--- config.mk ---
export PLATFORM = sky130hd
export DESIGN_NAME = mac_learning_bridge_table
export DESIGN_NICKNAME = d
export VERILOG_FILES = /design/src/mlbt_pkg.sv /design/src/mlbt_ctrl.sv /design/src/mlbt_dpath.sv /design/src/mac_learning_bridge_table.sv
export VERILOG_INCLUDE_DIRS = /design/src /design/src/src
export SDC_FILE = /design/constraint.sdc
export NUM_CORES = 2
export LEC_CHECK = 0
export BUFFER_PORTS_ARGS = -buffer_cell sky130_fd_sc_hd__clkbuf_2
export CORE_MARGIN = 2
export CORE_UTILIZATION = 35
export CTS_BUF_LIST = sky130_fd_sc_hd__clkbuf_16
export CTS_CLUSTER_DIAMETER = 80
export DETAILED_ROUTE_END_ITERATION = 16
export HOLD_SLACK_MARGIN = 0.05
export SYNTH_ARGS = -nofsm -noshare
export SYNTH_HDL_FRONTEND = slang
export SYNTH_SLANG_ARGS = --single-unit
--- constraint.sdc ---
create_clock -name clock -period 18.5 [get_ports clock]
set_input_delay 3.7 -clock clock [delete_from_list [all_inputs] [get_ports clock]]
set_output_delay 3.7 -clock clock [all_outputs]
set_load 0.005 [all_outputs]
--- src/mac_learning_bridge_table_assert.svh ---
// assertion macros shared by the bridge table rtl
`ifndef MAC_LEARNING_BRIDGE_TABLE_ASSERT_SVH
`define MAC_LEARNING_BRIDGE_TABLE_ASSERT_SVH

// consequent must hold in the same cycle as the antecedent
`define MLBT_ASSERT_SAME(label, clk, rst, ante, cons, msg) \
   label: assert property (@(posedge clk) disable iff (rst) (ante) |-> (cons)) \
      else $error(msg);

// consequent must hold in the cycle after the antecedent
`define MLBT_ASSERT_NEXT(label, clk, rst, ante, cons, msg) \
   label: assert property (@(posedge clk) disable iff (rst) (ante) |=> (cons)) \
      else $error(msg);

`endif

--- src/mlbt_pkg.sv ---
package mlbt_pkg;

   localparam int MAC_W     = 48;
   localparam int PORT_W    = 3;
   localparam int OUT_W     = 8;
   localparam int CSR_W     = 8;
   localparam int CSR_IDX_W = 2;

   localparam int DEF_TABLE_ENTRIES = 64;
   localparam int DEF_NUM_PORTS     = 8;
   localparam int DEF_AGE_BITS      = 8;

   localparam logic [CSR_W-1:0] LEARN_TIMEOUT_RST = 8'd30;
   localparam logic [CSR_W-1:0] ENTRY_TTL_RST     = 8'd100;
   localparam logic [CSR_W-1:0] ACTIVE_MASK_RST   = 8'd0;

   localparam logic [CSR_IDX_W-1:0] CSR_LEARN_TIMEOUT = 2'd0;
   localparam logic [CSR_IDX_W-1:0] CSR_ENTRY_TTL     = 2'd1;
   localparam logic [CSR_IDX_W-1:0] CSR_ACTIVE_MASK   = 2'd2;

   localparam logic KIND_FRAME = 1'b0;
   localparam logic KIND_TICK  = 1'b1;

   typedef struct packed {
      logic              kind;
      logic [MAC_W-1:0]  src_mac;
      logic [MAC_W-1:0]  dst_mac;
      logic              dst_flood;
      logic [PORT_W-1:0] in_port;
   } req_type;

   typedef struct packed {
      logic [OUT_W-1:0] out_port_mask;
      logic             dest_found;
      logic             learn_dropped;
   } rsp_type;

   // controller to datapath
   typedef struct packed {
      logic clear_wr;
      logic load;
      logic rd;
      logic finish;
   } cmd_type;

   // datapath to controller
   typedef struct packed {
      logic cnt_last;
      logic out_free;
   } stat_type;

endpackage

--- src/mlbt_ctrl.sv ---
module mlbt_ctrl import mlbt_pkg::*; (
   input  logic     clock,
   input  logic     reset,
   input  logic     req_valid,
   output logic     req_stall,
   input  stat_type stat,
   output cmd_type  cmd
);

   typedef enum logic [2:0] {
      ST_CLEAR,
      ST_IDLE,
      ST_SCAN,
      ST_DRAIN,
      ST_FINISH
   } state_type;

   state_type state_ff;
   state_type state_in;

   always_comb begin
      state_in = state_ff;
      case (state_ff)
         ST_CLEAR: begin
            if (stat.cnt_last) state_in = ST_IDLE;
         end
         ST_IDLE: begin
            if (req_valid) state_in = ST_SCAN;
         end
         ST_SCAN: begin
            if (stat.cnt_last) state_in = ST_DRAIN;
         end
         ST_DRAIN: begin
            state_in = ST_FINISH;
         end
         ST_FINISH: begin
            if (stat.out_free) state_in = ST_IDLE;
         end
         default: begin
            state_in = ST_CLEAR;
         end
      endcase
   end

   always_ff @(posedge clock) begin
      if (reset) begin
         state_ff <= ST_CLEAR;
      end else begin
         state_ff <= state_in;
      end
   end

   assign req_stall    = (state_ff != ST_IDLE);
   assign cmd.clear_wr = (state_ff == ST_CLEAR);
   assign cmd.load     = (state_ff == ST_IDLE) && req_valid;
   assign cmd.rd       = (state_ff == ST_SCAN);
   assign cmd.finish   = (state_ff == ST_FINISH) && stat.out_free;

endmodule

--- src/mlbt_dpath.sv ---
module mlbt_dpath import mlbt_pkg::*; #(
   parameter int TABLE_ENTRIES = DEF_TABLE_ENTRIES,
   parameter int NUM_PORTS     = DEF_NUM_PORTS,
   parameter int AGE_BITS      = DEF_AGE_BITS
) (
   input  logic                 clock,
   input  logic                 reset,
   input  cmd_type              cmd,
   output stat_type             stat,
   input  req_type              req_payload,
   input  logic                 csr_wr_en,
   input  logic [CSR_IDX_W-1:0] csr_index,
   input  logic [CSR_W-1:0]     csr_wdata,
   output logic                 rsp_valid,
   input  logic                 rsp_stall,
   output rsp_type              rsp_payload
);

   localparam int IW = $clog2(TABLE_ENTRIES);
   localparam int CW = (AGE_BITS > CSR_W) ? AGE_BITS : CSR_W;
   localparam int RANGE_BITS = (NUM_PORTS >= OUT_W) ? OUT_W : NUM_PORTS;
   localparam logic [OUT_W-1:0] PORT_RANGE = {OUT_W{1'b1}} >> (OUT_W - RANGE_BITS);
   localparam logic [AGE_BITS-1:0] AGE_MAX = {AGE_BITS{1'b1}};
   localparam logic [IW-1:0] LAST_ADDR = IW'(TABLE_ENTRIES - 1);

   // configuration
   logic [CSR_W-1:0] learn_timeout_ff, learn_timeout_in;
   logic [CSR_W-1:0] entry_ttl_ff, entry_ttl_in;
   logic [CSR_W-1:0] active_mask_ff, active_mask_in;

   always_comb begin
      learn_timeout_in = learn_timeout_ff;
      entry_ttl_in     = entry_ttl_ff;
      active_mask_in   = active_mask_ff;
      if (csr_wr_en) begin
         case (csr_index)
            CSR_LEARN_TIMEOUT: learn_timeout_in = csr_wdata;
            CSR_ENTRY_TTL:     entry_ttl_in     = csr_wdata;
            CSR_ACTIVE_MASK:   active_mask_in   = csr_wdata;
            default: begin
            end
         endcase
      end
   end

   always_ff @(posedge clock) begin
      if (reset) begin
         learn_timeout_ff <= LEARN_TIMEOUT_RST;
         entry_ttl_ff     <= ENTRY_TTL_RST;
         active_mask_ff   <= ACTIVE_MASK_RST;
      end else begin
         learn_timeout_ff <= learn_timeout_in;
         entry_ttl_ff     <= entry_ttl_in;
         active_mask_ff   <= active_mask_in;
      end
   end

   // item held for the whole scan
   req_type item_ff;

   always_ff @(posedge clock) begin
      if (cmd.load) item_ff <= req_payload;
   end

   // table address counter, shared by the clearing pass and the scan
   logic [IW-1:0] cnt_ff, cnt_in;
   logic          cnt_last;

   assign cnt_last = (cnt_ff == LAST_ADDR);

   always_comb begin
      cnt_in = cnt_ff;
      if (cmd.clear_wr || cmd.rd) cnt_in = cnt_last ? '0 : cnt_ff + IW'(1);
   end

   logic          rd_valid_ff;
   logic [IW-1:0] rd_addr_ff;

   always_ff @(posedge clock) begin
      if (reset) begin
         cnt_ff      <= '0;
         rd_valid_ff <= 1'b0;
      end else begin
         cnt_ff      <= cnt_in;
         rd_valid_ff <= cmd.rd;
      end
      rd_addr_ff <= cnt_ff;
   end

   // table memory
   logic                mem_valid [TABLE_ENTRIES];
   logic [MAC_W-1:0]    mem_mac   [TABLE_ENTRIES];
   logic [PORT_W-1:0]   mem_port  [TABLE_ENTRIES];
   logic [AGE_BITS-1:0] mem_age   [TABLE_ENTRIES];

   logic                rdv_ff;
   logic [MAC_W-1:0]    rdmac_ff;
   logic [PORT_W-1:0]   rdport_ff;
   logic [AGE_BITS-1:0] rdage_ff;

   logic                wr_valid_en, wr_meta_en, wr_age_en;
   logic [IW-1:0]       wr_addr;
   logic                wr_valid_d;
   logic [MAC_W-1:0]    wr_mac_d;
   logic [PORT_W-1:0]   wr_port_d;
   logic [AGE_BITS-1:0] wr_age_d;

   always_ff @(posedge clock) begin
      if (wr_valid_en) mem_valid[wr_addr] <= wr_valid_d;
      if (wr_meta_en) begin
         mem_mac[wr_addr]  <= wr_mac_d;
         mem_port[wr_addr] <= wr_port_d;
      end
      if (wr_age_en) mem_age[wr_addr] <= wr_age_d;
      if (cmd.rd) begin
         rdv_ff    <= mem_valid[cnt_ff];
         rdmac_ff  <= mem_mac[cnt_ff];
         rdport_ff <= mem_port[cnt_ff];
         rdage_ff  <= mem_age[cnt_ff];
      end
   end

   // scan results
   logic              src_hit_ff, src_hit_in;
   logic [IW-1:0]     src_idx_ff, src_idx_in;
   logic              src_old_ff, src_old_in;
   logic [PORT_W-1:0] src_port_ff, src_port_in;
   logic              free_hit_ff, free_hit_in;
   logic [IW-1:0]     free_idx_ff, free_idx_in;
   logic              dst_hit_ff, dst_hit_in;
   logic [PORT_W-1:0] dst_port_ff, dst_port_in;

   logic frame_eval;
   assign frame_eval = rd_valid_ff && (item_ff.kind == KIND_FRAME);

   always_comb begin
      src_hit_in  = src_hit_ff;
      src_idx_in  = src_idx_ff;
      src_old_in  = src_old_ff;
      src_port_in = src_port_ff;
      free_hit_in = free_hit_ff;
      free_idx_in = free_idx_ff;
      dst_hit_in  = dst_hit_ff;
      dst_port_in = dst_port_ff;
      if (cmd.load) begin
         src_hit_in  = 1'b0;
         free_hit_in = 1'b0;
         dst_hit_in  = 1'b0;
      end else if (frame_eval) begin
         // first match wins, matching the lowest entry
         if (!src_hit_ff && rdv_ff && (rdmac_ff == item_ff.src_mac)) begin
            src_hit_in  = 1'b1;
            src_idx_in  = rd_addr_ff;
            src_old_in  = (CW'(rdage_ff) >= CW'(learn_timeout_ff));
            src_port_in = rdport_ff;
         end
         if (!free_hit_ff && !rdv_ff) begin
            free_hit_in = 1'b1;
            free_idx_in = rd_addr_ff;
         end
         if (!dst_hit_ff && rdv_ff && (rdmac_ff == item_ff.dst_mac)) begin
            dst_hit_in  = 1'b1;
            dst_port_in = rdport_ff;
         end
      end
   end

   always_ff @(posedge clock) begin
      if (reset) begin
         src_hit_ff  <= 1'b0;
         free_hit_ff <= 1'b0;
         dst_hit_ff  <= 1'b0;
      end else begin
         src_hit_ff  <= src_hit_in;
         free_hit_ff <= free_hit_in;
         dst_hit_ff  <= dst_hit_in;
      end
      src_idx_ff  <= src_idx_in;
      src_old_ff  <= src_old_in;
      src_port_ff <= src_port_in;
      free_idx_ff <= free_idx_in;
      dst_port_ff <= dst_port_in;
   end

   // learning and forwarding decision
   logic              is_frame;
   logic              dropped;
   logic              same_mac;
   logic              found;
   logic [PORT_W-1:0] learn_port;
   logic [PORT_W-1:0] fwd_port;
   logic [OUT_W-1:0]  mask;
   rsp_type           result;

   always_comb begin
      is_frame   = (item_ff.kind == KIND_FRAME);
      learn_port = (src_hit_ff && !src_old_ff) ? src_port_ff : item_ff.in_port;
      dropped    = !src_hit_ff && !free_hit_ff;
      // a destination equal to the source sees the entry just learned
      same_mac   = (item_ff.src_mac == item_ff.dst_mac);
      found      = !item_ff.dst_flood && (same_mac ? !dropped : dst_hit_ff);
      fwd_port   = same_mac ? learn_port : dst_port_ff;
      if (found) begin
         mask = OUT_W'(1) << fwd_port;
      end else begin
         mask = active_mask_ff & PORT_RANGE & ~(OUT_W'(1) << item_ff.in_port);
      end
      if (is_frame) begin
         result.out_port_mask = mask;
         result.dest_found    = found;
         result.learn_dropped = dropped;
      end else begin
         result = '0;
      end
   end

   // aging of one entry read during a tick scan
   logic [AGE_BITS-1:0] tick_age;
   logic                tick_wr;

   assign tick_age = (rdage_ff == AGE_MAX) ? rdage_ff : rdage_ff + AGE_BITS'(1);
   assign tick_wr  = rd_valid_ff && (item_ff.kind == KIND_TICK) && rdv_ff;

   always_comb begin
      wr_valid_en = 1'b0;
      wr_meta_en  = 1'b0;
      wr_age_en   = 1'b0;
      wr_addr     = cnt_ff;
      wr_valid_d  = 1'b0;
      wr_mac_d    = item_ff.src_mac;
      wr_port_d   = learn_port;
      wr_age_d    = '0;
      if (cmd.clear_wr) begin
         wr_valid_en = 1'b1;
      end else if (tick_wr) begin
         wr_valid_en = 1'b1;
         wr_age_en   = 1'b1;
         wr_addr     = rd_addr_ff;
         wr_age_d    = tick_age;
         wr_valid_d  = !(CW'(tick_age) >= CW'(entry_ttl_ff));
      end else if (cmd.finish && is_frame && !dropped) begin
         wr_valid_en = 1'b1;
         wr_meta_en  = 1'b1;
         wr_age_en   = 1'b1;
         wr_addr     = src_hit_ff ? src_idx_ff : free_idx_ff;
         wr_valid_d  = 1'b1;
      end
   end

   // result register, frees the input side while a result waits
   logic    rsp_valid_ff, rsp_valid_in;
   rsp_type rsp_payload_ff;

   assign rsp_valid_in = cmd.finish || (rsp_valid_ff && rsp_stall);

   always_ff @(posedge clock) begin
      if (reset) begin
         rsp_valid_ff <= 1'b0;
      end else begin
         rsp_valid_ff <= rsp_valid_in;
      end
      if (cmd.finish) rsp_payload_ff <= result;
   end

   assign rsp_valid     = rsp_valid_ff;
   assign rsp_payload   = rsp_payload_ff;
   assign stat.cnt_last = cnt_last;
   assign stat.out_free = !rsp_valid_ff || !rsp_stall;

endmodule

--- src/mac_learning_bridge_table.sv ---
// channel  direction  handshake              payload
// req      in         req_valid / req_stall  req_payload (kind, macs, flood, port)
// rsp      out        rsp_valid / rsp_stall  rsp_payload (mask, found, dropped)
// csr      in         csr_wr_en              csr_index, csr_wdata
//
// each item scans the whole table through one memory read port, one entry per
// cycle, then passes a drain state and loads the result register from its finish state
// after reset a clearing pass over every table entry runs with req_stall high
// a result held by rsp_stall lets the next item scan, but that item's result
// waits in its final state until the result register is taken
module mac_learning_bridge_table import mlbt_pkg::*; #(
   parameter int TABLE_ENTRIES = DEF_TABLE_ENTRIES,
   parameter int NUM_PORTS     = DEF_NUM_PORTS,
   parameter int AGE_BITS      = DEF_AGE_BITS
) (
   input  logic                 clock,
   input  logic                 reset,
   input  logic                 req_valid,
   output logic                 req_stall,
   input  req_type              req_payload,
   output logic                 rsp_valid,
   input  logic                 rsp_stall,
   output rsp_type              rsp_payload,
   input  logic                 csr_wr_en,
   input  logic [CSR_IDX_W-1:0] csr_index,
   input  logic [CSR_W-1:0]     csr_wdata
);

   cmd_type  cmd;
   stat_type stat;

   mlbt_ctrl u_ctrl (
      .clock     (clock),
      .reset     (reset),
      .req_valid (req_valid),
      .req_stall (req_stall),
      .stat      (stat),
      .cmd       (cmd)
   );

   mlbt_dpath #(
      .TABLE_ENTRIES (TABLE_ENTRIES),
      .NUM_PORTS     (NUM_PORTS),
      .AGE_BITS      (AGE_BITS)
   ) u_dpath (
      .clock       (clock),
      .reset       (reset),
      .cmd         (cmd),
      .stat        (stat),
      .req_payload (req_payload),
      .csr_wr_en   (csr_wr_en),
      .csr_index   (csr_index),
      .csr_wdata   (csr_wdata),
      .rsp_valid   (rsp_valid),
      .rsp_stall   (rsp_stall),
      .rsp_payload (rsp_payload)
   );

   logic rsp_hit;
   logic hit_mask_onehot;

   assign rsp_hit         = rsp_valid && rsp_payload.dest_found;
   assign hit_mask_onehot = $onehot(rsp_payload.out_port_mask);

`include "mac_learning_bridge_table_assert.svh"

   `MLBT_ASSERT_NEXT(a_one_item, clock, reset, req_valid && !req_stall, req_stall, "item overlap")
   `MLBT_ASSERT_SAME(a_hit_onehot, clock, reset, rsp_hit, hit_mask_onehot, "hit mask not one-hot")
   `MLBT_ASSERT_SAME(a_clear_stall, clock, reset, cmd.clear_wr, req_stall, "accept during clear")

endmodule

; ---- Yosys cells after proc, flatten, opt, wreduce, memory -nomap -nowiden
; Memories as Yosys holds them, arrays and structs flattened. A register that Yosys moved wholly into a read port is not among the register bits.
; Cells that the tools add are included.
[totals]
ff_bits = 174
ram_bits = 3840
inputBits = 116
output_inout_bits = 12
n_memories = 4
[op_classes]
n_addsub = 2
magnitude_cmp = 2
eq_ne = 16
n_shift = 2
mux = 31
bitwise_logic = 4
n_reduce_logical = 42
[mem_list]
columns = memory, words, width, rd, rd_clocked_by_memory_dff, write_ports, line
row1 = u_dpath.mem_mac, 64, 48, 1, 1, 1, mlbt_dpath.sv:92  ; logic [MAC_W-1:0] mem_mac [TABLE_ENTRIES];
row2 = u_dpath.mem_age, 64, 8, 1, 1, 1, mlbt_dpath.sv:94  ; logic [AGE_BITS-1:0] mem_age [TABLE_ENTRIES];
row3 = u_dpath.mem_port, 64, 3, 1, 1, 1, mlbt_dpath.sv:93  ; logic [PORT_W-1:0] mem_port [TABLE_ENTRIES];
row4 = u_dpath.mem_valid, 64, 1, 1, 1, 1, mlbt_dpath.sv:91  ; logic mem_valid [TABLE_ENTRIES];
[ops]
columns = op, n
row1 = $eq A48 B48 Y1, 3
row2 = $mux W8, 4
row3 = $mux W6, 5
row4 = $mux W3, 6
row5 = $ge A8 B8 Y1, 2
row6 = $logic_and A1 B1 Y1, 16
row7 = $shl A1 B3 Y8 const A, 2
row8 = $mux W1, 15
row9 = $pmux W3 S5, 1
row10 = $reduce_and A2 Y1, 6
row11 = $logic_not A1 Y1, 10
row12 = $reduce_and A3 Y1, 3
row13 = $add A8 B1 Y8 const B, 1
row14 = $and A8 B8 Y8, 1
row15 = $eq A8 B8 Y1 const B, 1
row16 = $not A8 Y8, 1
row17 = $add A6 B1 Y6 const B, 1
row18 = $eq A3 B2 Y1 const B, 2
row19 = $eq A6 B6 Y1 const B, 1
row20 = $ne A2 B2 Y1 const B, 3
row21 = $reduce_and A4 Y1, 1
row22 = $eq A3 B1 Y1 const B, 1
row23 = $eq A3 B3 Y1 const B, 1
row24 = $logic_not A3 Y1, 1
row25 = 8 further kinds, 11

; ---- Longest topological paths before layout
[logic_depth]
ltp_word = 10
depth_mapped = 13
ltp_nobuf = 13

; ---- Hierarchy
; From an unflattened synthesis, not the netlist that was laid out.
[unflattened]
cells_unflattened = 6380
area_unflattened_um2 = 156062.2
[by_module_without_submodules]
columns = module, n_inst, cells_each, area_per_inst_um2
row1 = mlbt_dpath, 1, 6354, 155849.5
row2 = mlbt_ctrl, 1, 26, 212.7

; ---- Least setup slack after synthesis
; No wires, ideal clock.
[synth_timing]
path_kind = input to register
startpoint = input req_valid
endpoint = register u_dpath.src_idx_ff[0] (enable)
t_arrival_ns = 9.226
path_slack_ns = 8.635
cell_stages = 3
path_buffers = 0
path_cell_list = inv_1 nor2_1 nor2_1
[synth_rtl]
columns = element, line
row1 = "start, declared", mac_learning_bridge_table.sv:18  ; input logic req_valid,
row2 = "end signal, assigned", mlbt_dpath.sv:178  ; src_idx_ff <= src_idx_in;
row3 = "end, declared", mlbt_dpath.sv:125  ; logic [IW-1:0] src_idx_ff, src_idx_in;

; ---- Worst setup path in the final report
[layout_timing]
startpoint = input rsp_stall
endpoint = memory u_dpath.mem_mac[21][19] (enable)
[layout_between]
elab_chain_cells = 10
[layout_rtl]
columns = element, line
row1 = "start, declared", mac_learning_bridge_table.sv:22  ; input logic rsp_stall,
row2 = $logic_not A1 Y1 *, mlbt_dpath.sv:268  ; assign stat.out_free = !rsp_valid_ff || !rsp_stall;
row3 = $logic_or A1 B1 Y1 *, mlbt_dpath.sv:268
row4 = $logic_and A1 B1 Y1 *, mlbt_ctrl.sv:57  ; assign cmd.finish = (state_ff == ST_FINISH) && stat.out_free;
row5 = $logic_and A1 B1 Y1 * (2 in series), mlbt_dpath.sv:241  ; end else if (cmd.finish && is_frame && !dropped) begin
row6 = $mux W1, mlbt_dpath.sv:241
row7 = $mux W1, mlbt_dpath.sv:235  ; end else if (tick_wr) begin
row8 = $mux W1, mlbt_dpath.sv:233  ; if (cmd.clear_wr) begin
row9 = $mux W1, mlbt_dpath.sv:110  ; if (wr_meta_en) begin
row10 = $mux W1 (implied by the code), mlbt_dpath.sv:111  ; mem_mac[wr_addr] <= wr_mac_d;
row11 = "end, declared", mlbt_dpath.sv:92
; Mark *: on every way between the ends. The rest lies on a longest branch, timed or not.

==> flow_summary.ini <==
[cells_and_area]
finish.net_count = 6952
fin_cells = 13101
layout-drive-gt1-share_pct = 31.8
syn2layout_area_growth_pct = 14.5
filler_cell_count = 38449

[clock_network]
postCtsResizedCells = 0
tritoncts = yes
worst_skew_pair.late_latency_ns = 1.02
clock_tree.root_cell = clkbuf_16
cts.path.max_buffers = 4
path_clk_slew_ns = 0.06
ctsHtreeMaxLevel = 5
post_cts_setup_bufs = 0
holdBufCountCts = 0
clock_sink_count = 4074
cts-buffers-inserted = 417

[worst_setup_path]
reg2regPathDepth = 8
rr_endpoint = u_dpath.rdmac_ff[34]$_DFFE_PP_
critical_path.endpoint_type = flip-flop
critPathLaunchType = primary input
ff2ff_setup_slack_ns = 11.13
worst-setup-path-type = in2reg
maximum_fanout_along_the_worst_path = 44
critical_path_required_ns = 19.07
worstPathArrival_ns = 8.17
worstReg2RegStart = u_dpath.cnt_ff[1]$_SDFFE_PP0P_

[logic_synthesis]
register_area_share_after_synthesis_pct = 78.1
ys_seq_elements = 4074
ys_warn_count = 0
synthMostInstantiatedCell = edfxtp_1
synth_top_cells_by_area = edfxtp_1 78%, mux4_2 18%, nor2_1 0.60%
synth_top_cell_by_area = edfxtp_1
async_reset_ff_share_pct = 0
post_synth_num_cell_types = 59
avgSynthCellArea_um2 = 24.5
post-synth-top-area-fraction_pct = 77.6
synthTopCellsByCount = 4030 x edfxtp_1, 1260 x mux4_2, 248 x nor2_1
mappedNetlistNets = 6513
postSynth.topFlopCell = edfxtp_1
synthCells = 6379
synthesis.area_mm2 = 0.156
edff_count_synth = 4030

[floorplan]
rows = 245
core_area_mm2 = 0.444
dieWidth_um = 672
die_area_mm2 = 0.451
die_y_um = 672
initial_utilization_pct = 35.1
floorplan.io_pins = 128

[pwr]
powerDensity_mw_per_mm2 = 108
ir_worst_vdd_mv = 0.0899
leakage_power_nw = 55.0

[timing]
grt_setup_unrepaired = false
finalSetupViolations = 0
timing_hold_violations_final = 0
period_needed_ns = 7.60
drv_slew = 0
post-route-period-util_pct = 41.1
fmax_mhz = 132
worst_pin_slew_ns = 1.22
slew_headroom_pct = 18.1
total_negative_slack_ns = 0
worst_clock_skew_ns = 0.0833

[grt]
global_route.overflow_total = 0
grt_max_degree = 129
grt_first_pass_wirelength_um = 594000
vias_in_the_first_global_route = 72236
antenna_violations_before_repair = 47
groute.usage.overall_pct = 18.7

[placed_design]
dp_hpwl_um = 259000
gp_congestion = 0.904
dp_cells = 12327
portBuffers = 127

[outcome]
status = completed

[hold_path]
min_path_cells = 0
min_from = u_dpath.rd_addr_ff[4]$_DFF_P_
path_category_of_the_worst_min_delay_check = reg2reg
whs_endpoint = u_dpath.src_idx_ff[4]$_DFFE_PP_

[route]
post-route-drc-count = 0
wl_um = 431000
route.detailed.wl_per_inst_um = 32.9
final_antenna_net_count = 0
starting_drc_count_in_detailed_routing = 9652
via_per_inst = 5.52
detailroute.via_count = 72334
first_pass_iters = 5

[job]
drv_cap = 0
[registers in the layout, indices dropped and copies added (netlist names), 10 cells and up]
signal / flops
u_dpath.rdmac_ff: 48
u_dpath.mem_port: 192
u_dpath.mem_valid: 64
u_dpath.mem_age: 512
u_dpath.item_ff: 53
u_dpath.mem_mac: 3072
u_dpath.rsp_payload: 10
u_dpath.wr_mac_d: 48
[worst max path at each step]
stage / end / startpoint / slack (ns) / cells after the start
finish: u_dpath.mem_mac[21][19]$_DFFE_PP_ / rsp_stall / 10.90 / 8
global route: u_dpath.rdmac_ff[24]$_DFFE_PP_ / u_dpath.cnt_ff[0]$_SDFFE_PP0P_ / 10.59 / 8
CTS: u_dpath.rdmac_ff[22]$_DFFE_PP_ / u_dpath.cnt_ff[0]$_SDFFE_PP0P_ / 10.91 / 8
detailed placement: u_dpath.mem_mac[20][20]$_DFFE_PP_ / rsp_stall / 10.13 / 8
global placement: u_dpath.mem_mac[4][44]$_DFFE_PP_ / rsp_stall / 10.10 / 9
floorplan: u_dpath.src_idx_ff[0]$_DFFE_PP_ / req_valid / 8.63 / 3
[routing by layer]
metal	wire [um]	track usage [%]	share of wire (%)	up-vias
met3	38900	4.09	9.0	658
met1	165000	24.7	38	39632
met4	19200	7.56	4.5	24
met2	207000	30.3	48	3599
li1	-	-	-	28421
met5	148	0	0.034	-
[critical path, cell delays in order]
cell and delay, ns:
clkbuf_2 0.10, and2_1 0.51, or3_1 0.65, nor2_1 0.20
a221oi_4 0.35, nand3_1 0.76, nor3_2 0.91, buf_4 0.79
[cell families (layout without fill, tap and decap cells)]
group                      count (synthesis)  in the layout  share of synthesized area, %
AOI/OAI and AO/OA                         79             79                         0.389
muxes                                   1285           1285                          18.3
and+or+nand+nor                          438            438                          1.27
buffers and inverters                    340           1120                         0.916
xor gates and xnor gates                 145            145                         0.814
adders and majority gates                 18             18                         0.144
DFF                                     4074           4074                          78.1
other                                      0             14                             0
[power breakdown]
group,switching (mW),leakage [nW],internal (mW)
combinational,0.491,10.2,0.406
clock,3.60,6.97,4.78
sequential,0.0127,37.9,10.0
total,4.10,55.0,15.2
[stage by stage]
step	util (%)	hold slack [ns]	area [um2]	power (mW)	setup WS, ns
finish	40.2	0.424	179000	19.3	10.90
CTS	40.2	0.417	179000	19.4	10.91
global route	40.2	0.426	179000	19.8	10.59
floorplan	-	0.329	156000	10.8	8.63
detailed placement	37.1	0.441	165000	11.1	10.13
global placement	37.1	0.427	165000	11.1	10.10
[cell type report]
class	instances	area, um2	area share [%]
Tap cell	5928	7420	4.15
Timing Repair Buffer	332	2270	1.27
Inverter	28	105	0.0588
Sequential cell	4074	122000	68.2
Clock buffer	420	10500	5.88
Multi-Input combinational cell	1965	33200	18.6
Antenna cell	14	35.0	0.0196
Clock inverter	340	3180	1.78
[layout by cell type, fill, tap and decap left out, types with 15 or more instances in the layout]
cell | netlist | final
edfxtp_1 | 4030 | 4030
mux4_2 | 1260 | 1260
clkbuf_16 | 0 | 420
buf_4 | 4 | 197
nor2_1 | 248 | 188
clkbuf_2 | 0 | 127
inv_1 | 28 | 112
clkinv_1 | 0 | 98
xnor2_1 | 89 | 89
nor2_4 | 2 | 62
clkinv_2 | 0 | 59
xor2_1 | 56 | 56
nand2_1 | 54 | 54
bufinv_16 | 0 | 45
dfxtp_1 | 44 | 38
nand4_1 | 28 | 28
nor4_1 | 21 | 21
mux2i_1 | 20 | 20
ha_1 | 18 | 18
o21ai_0 | 15 | 15
(Power assumes the default switching activity.)
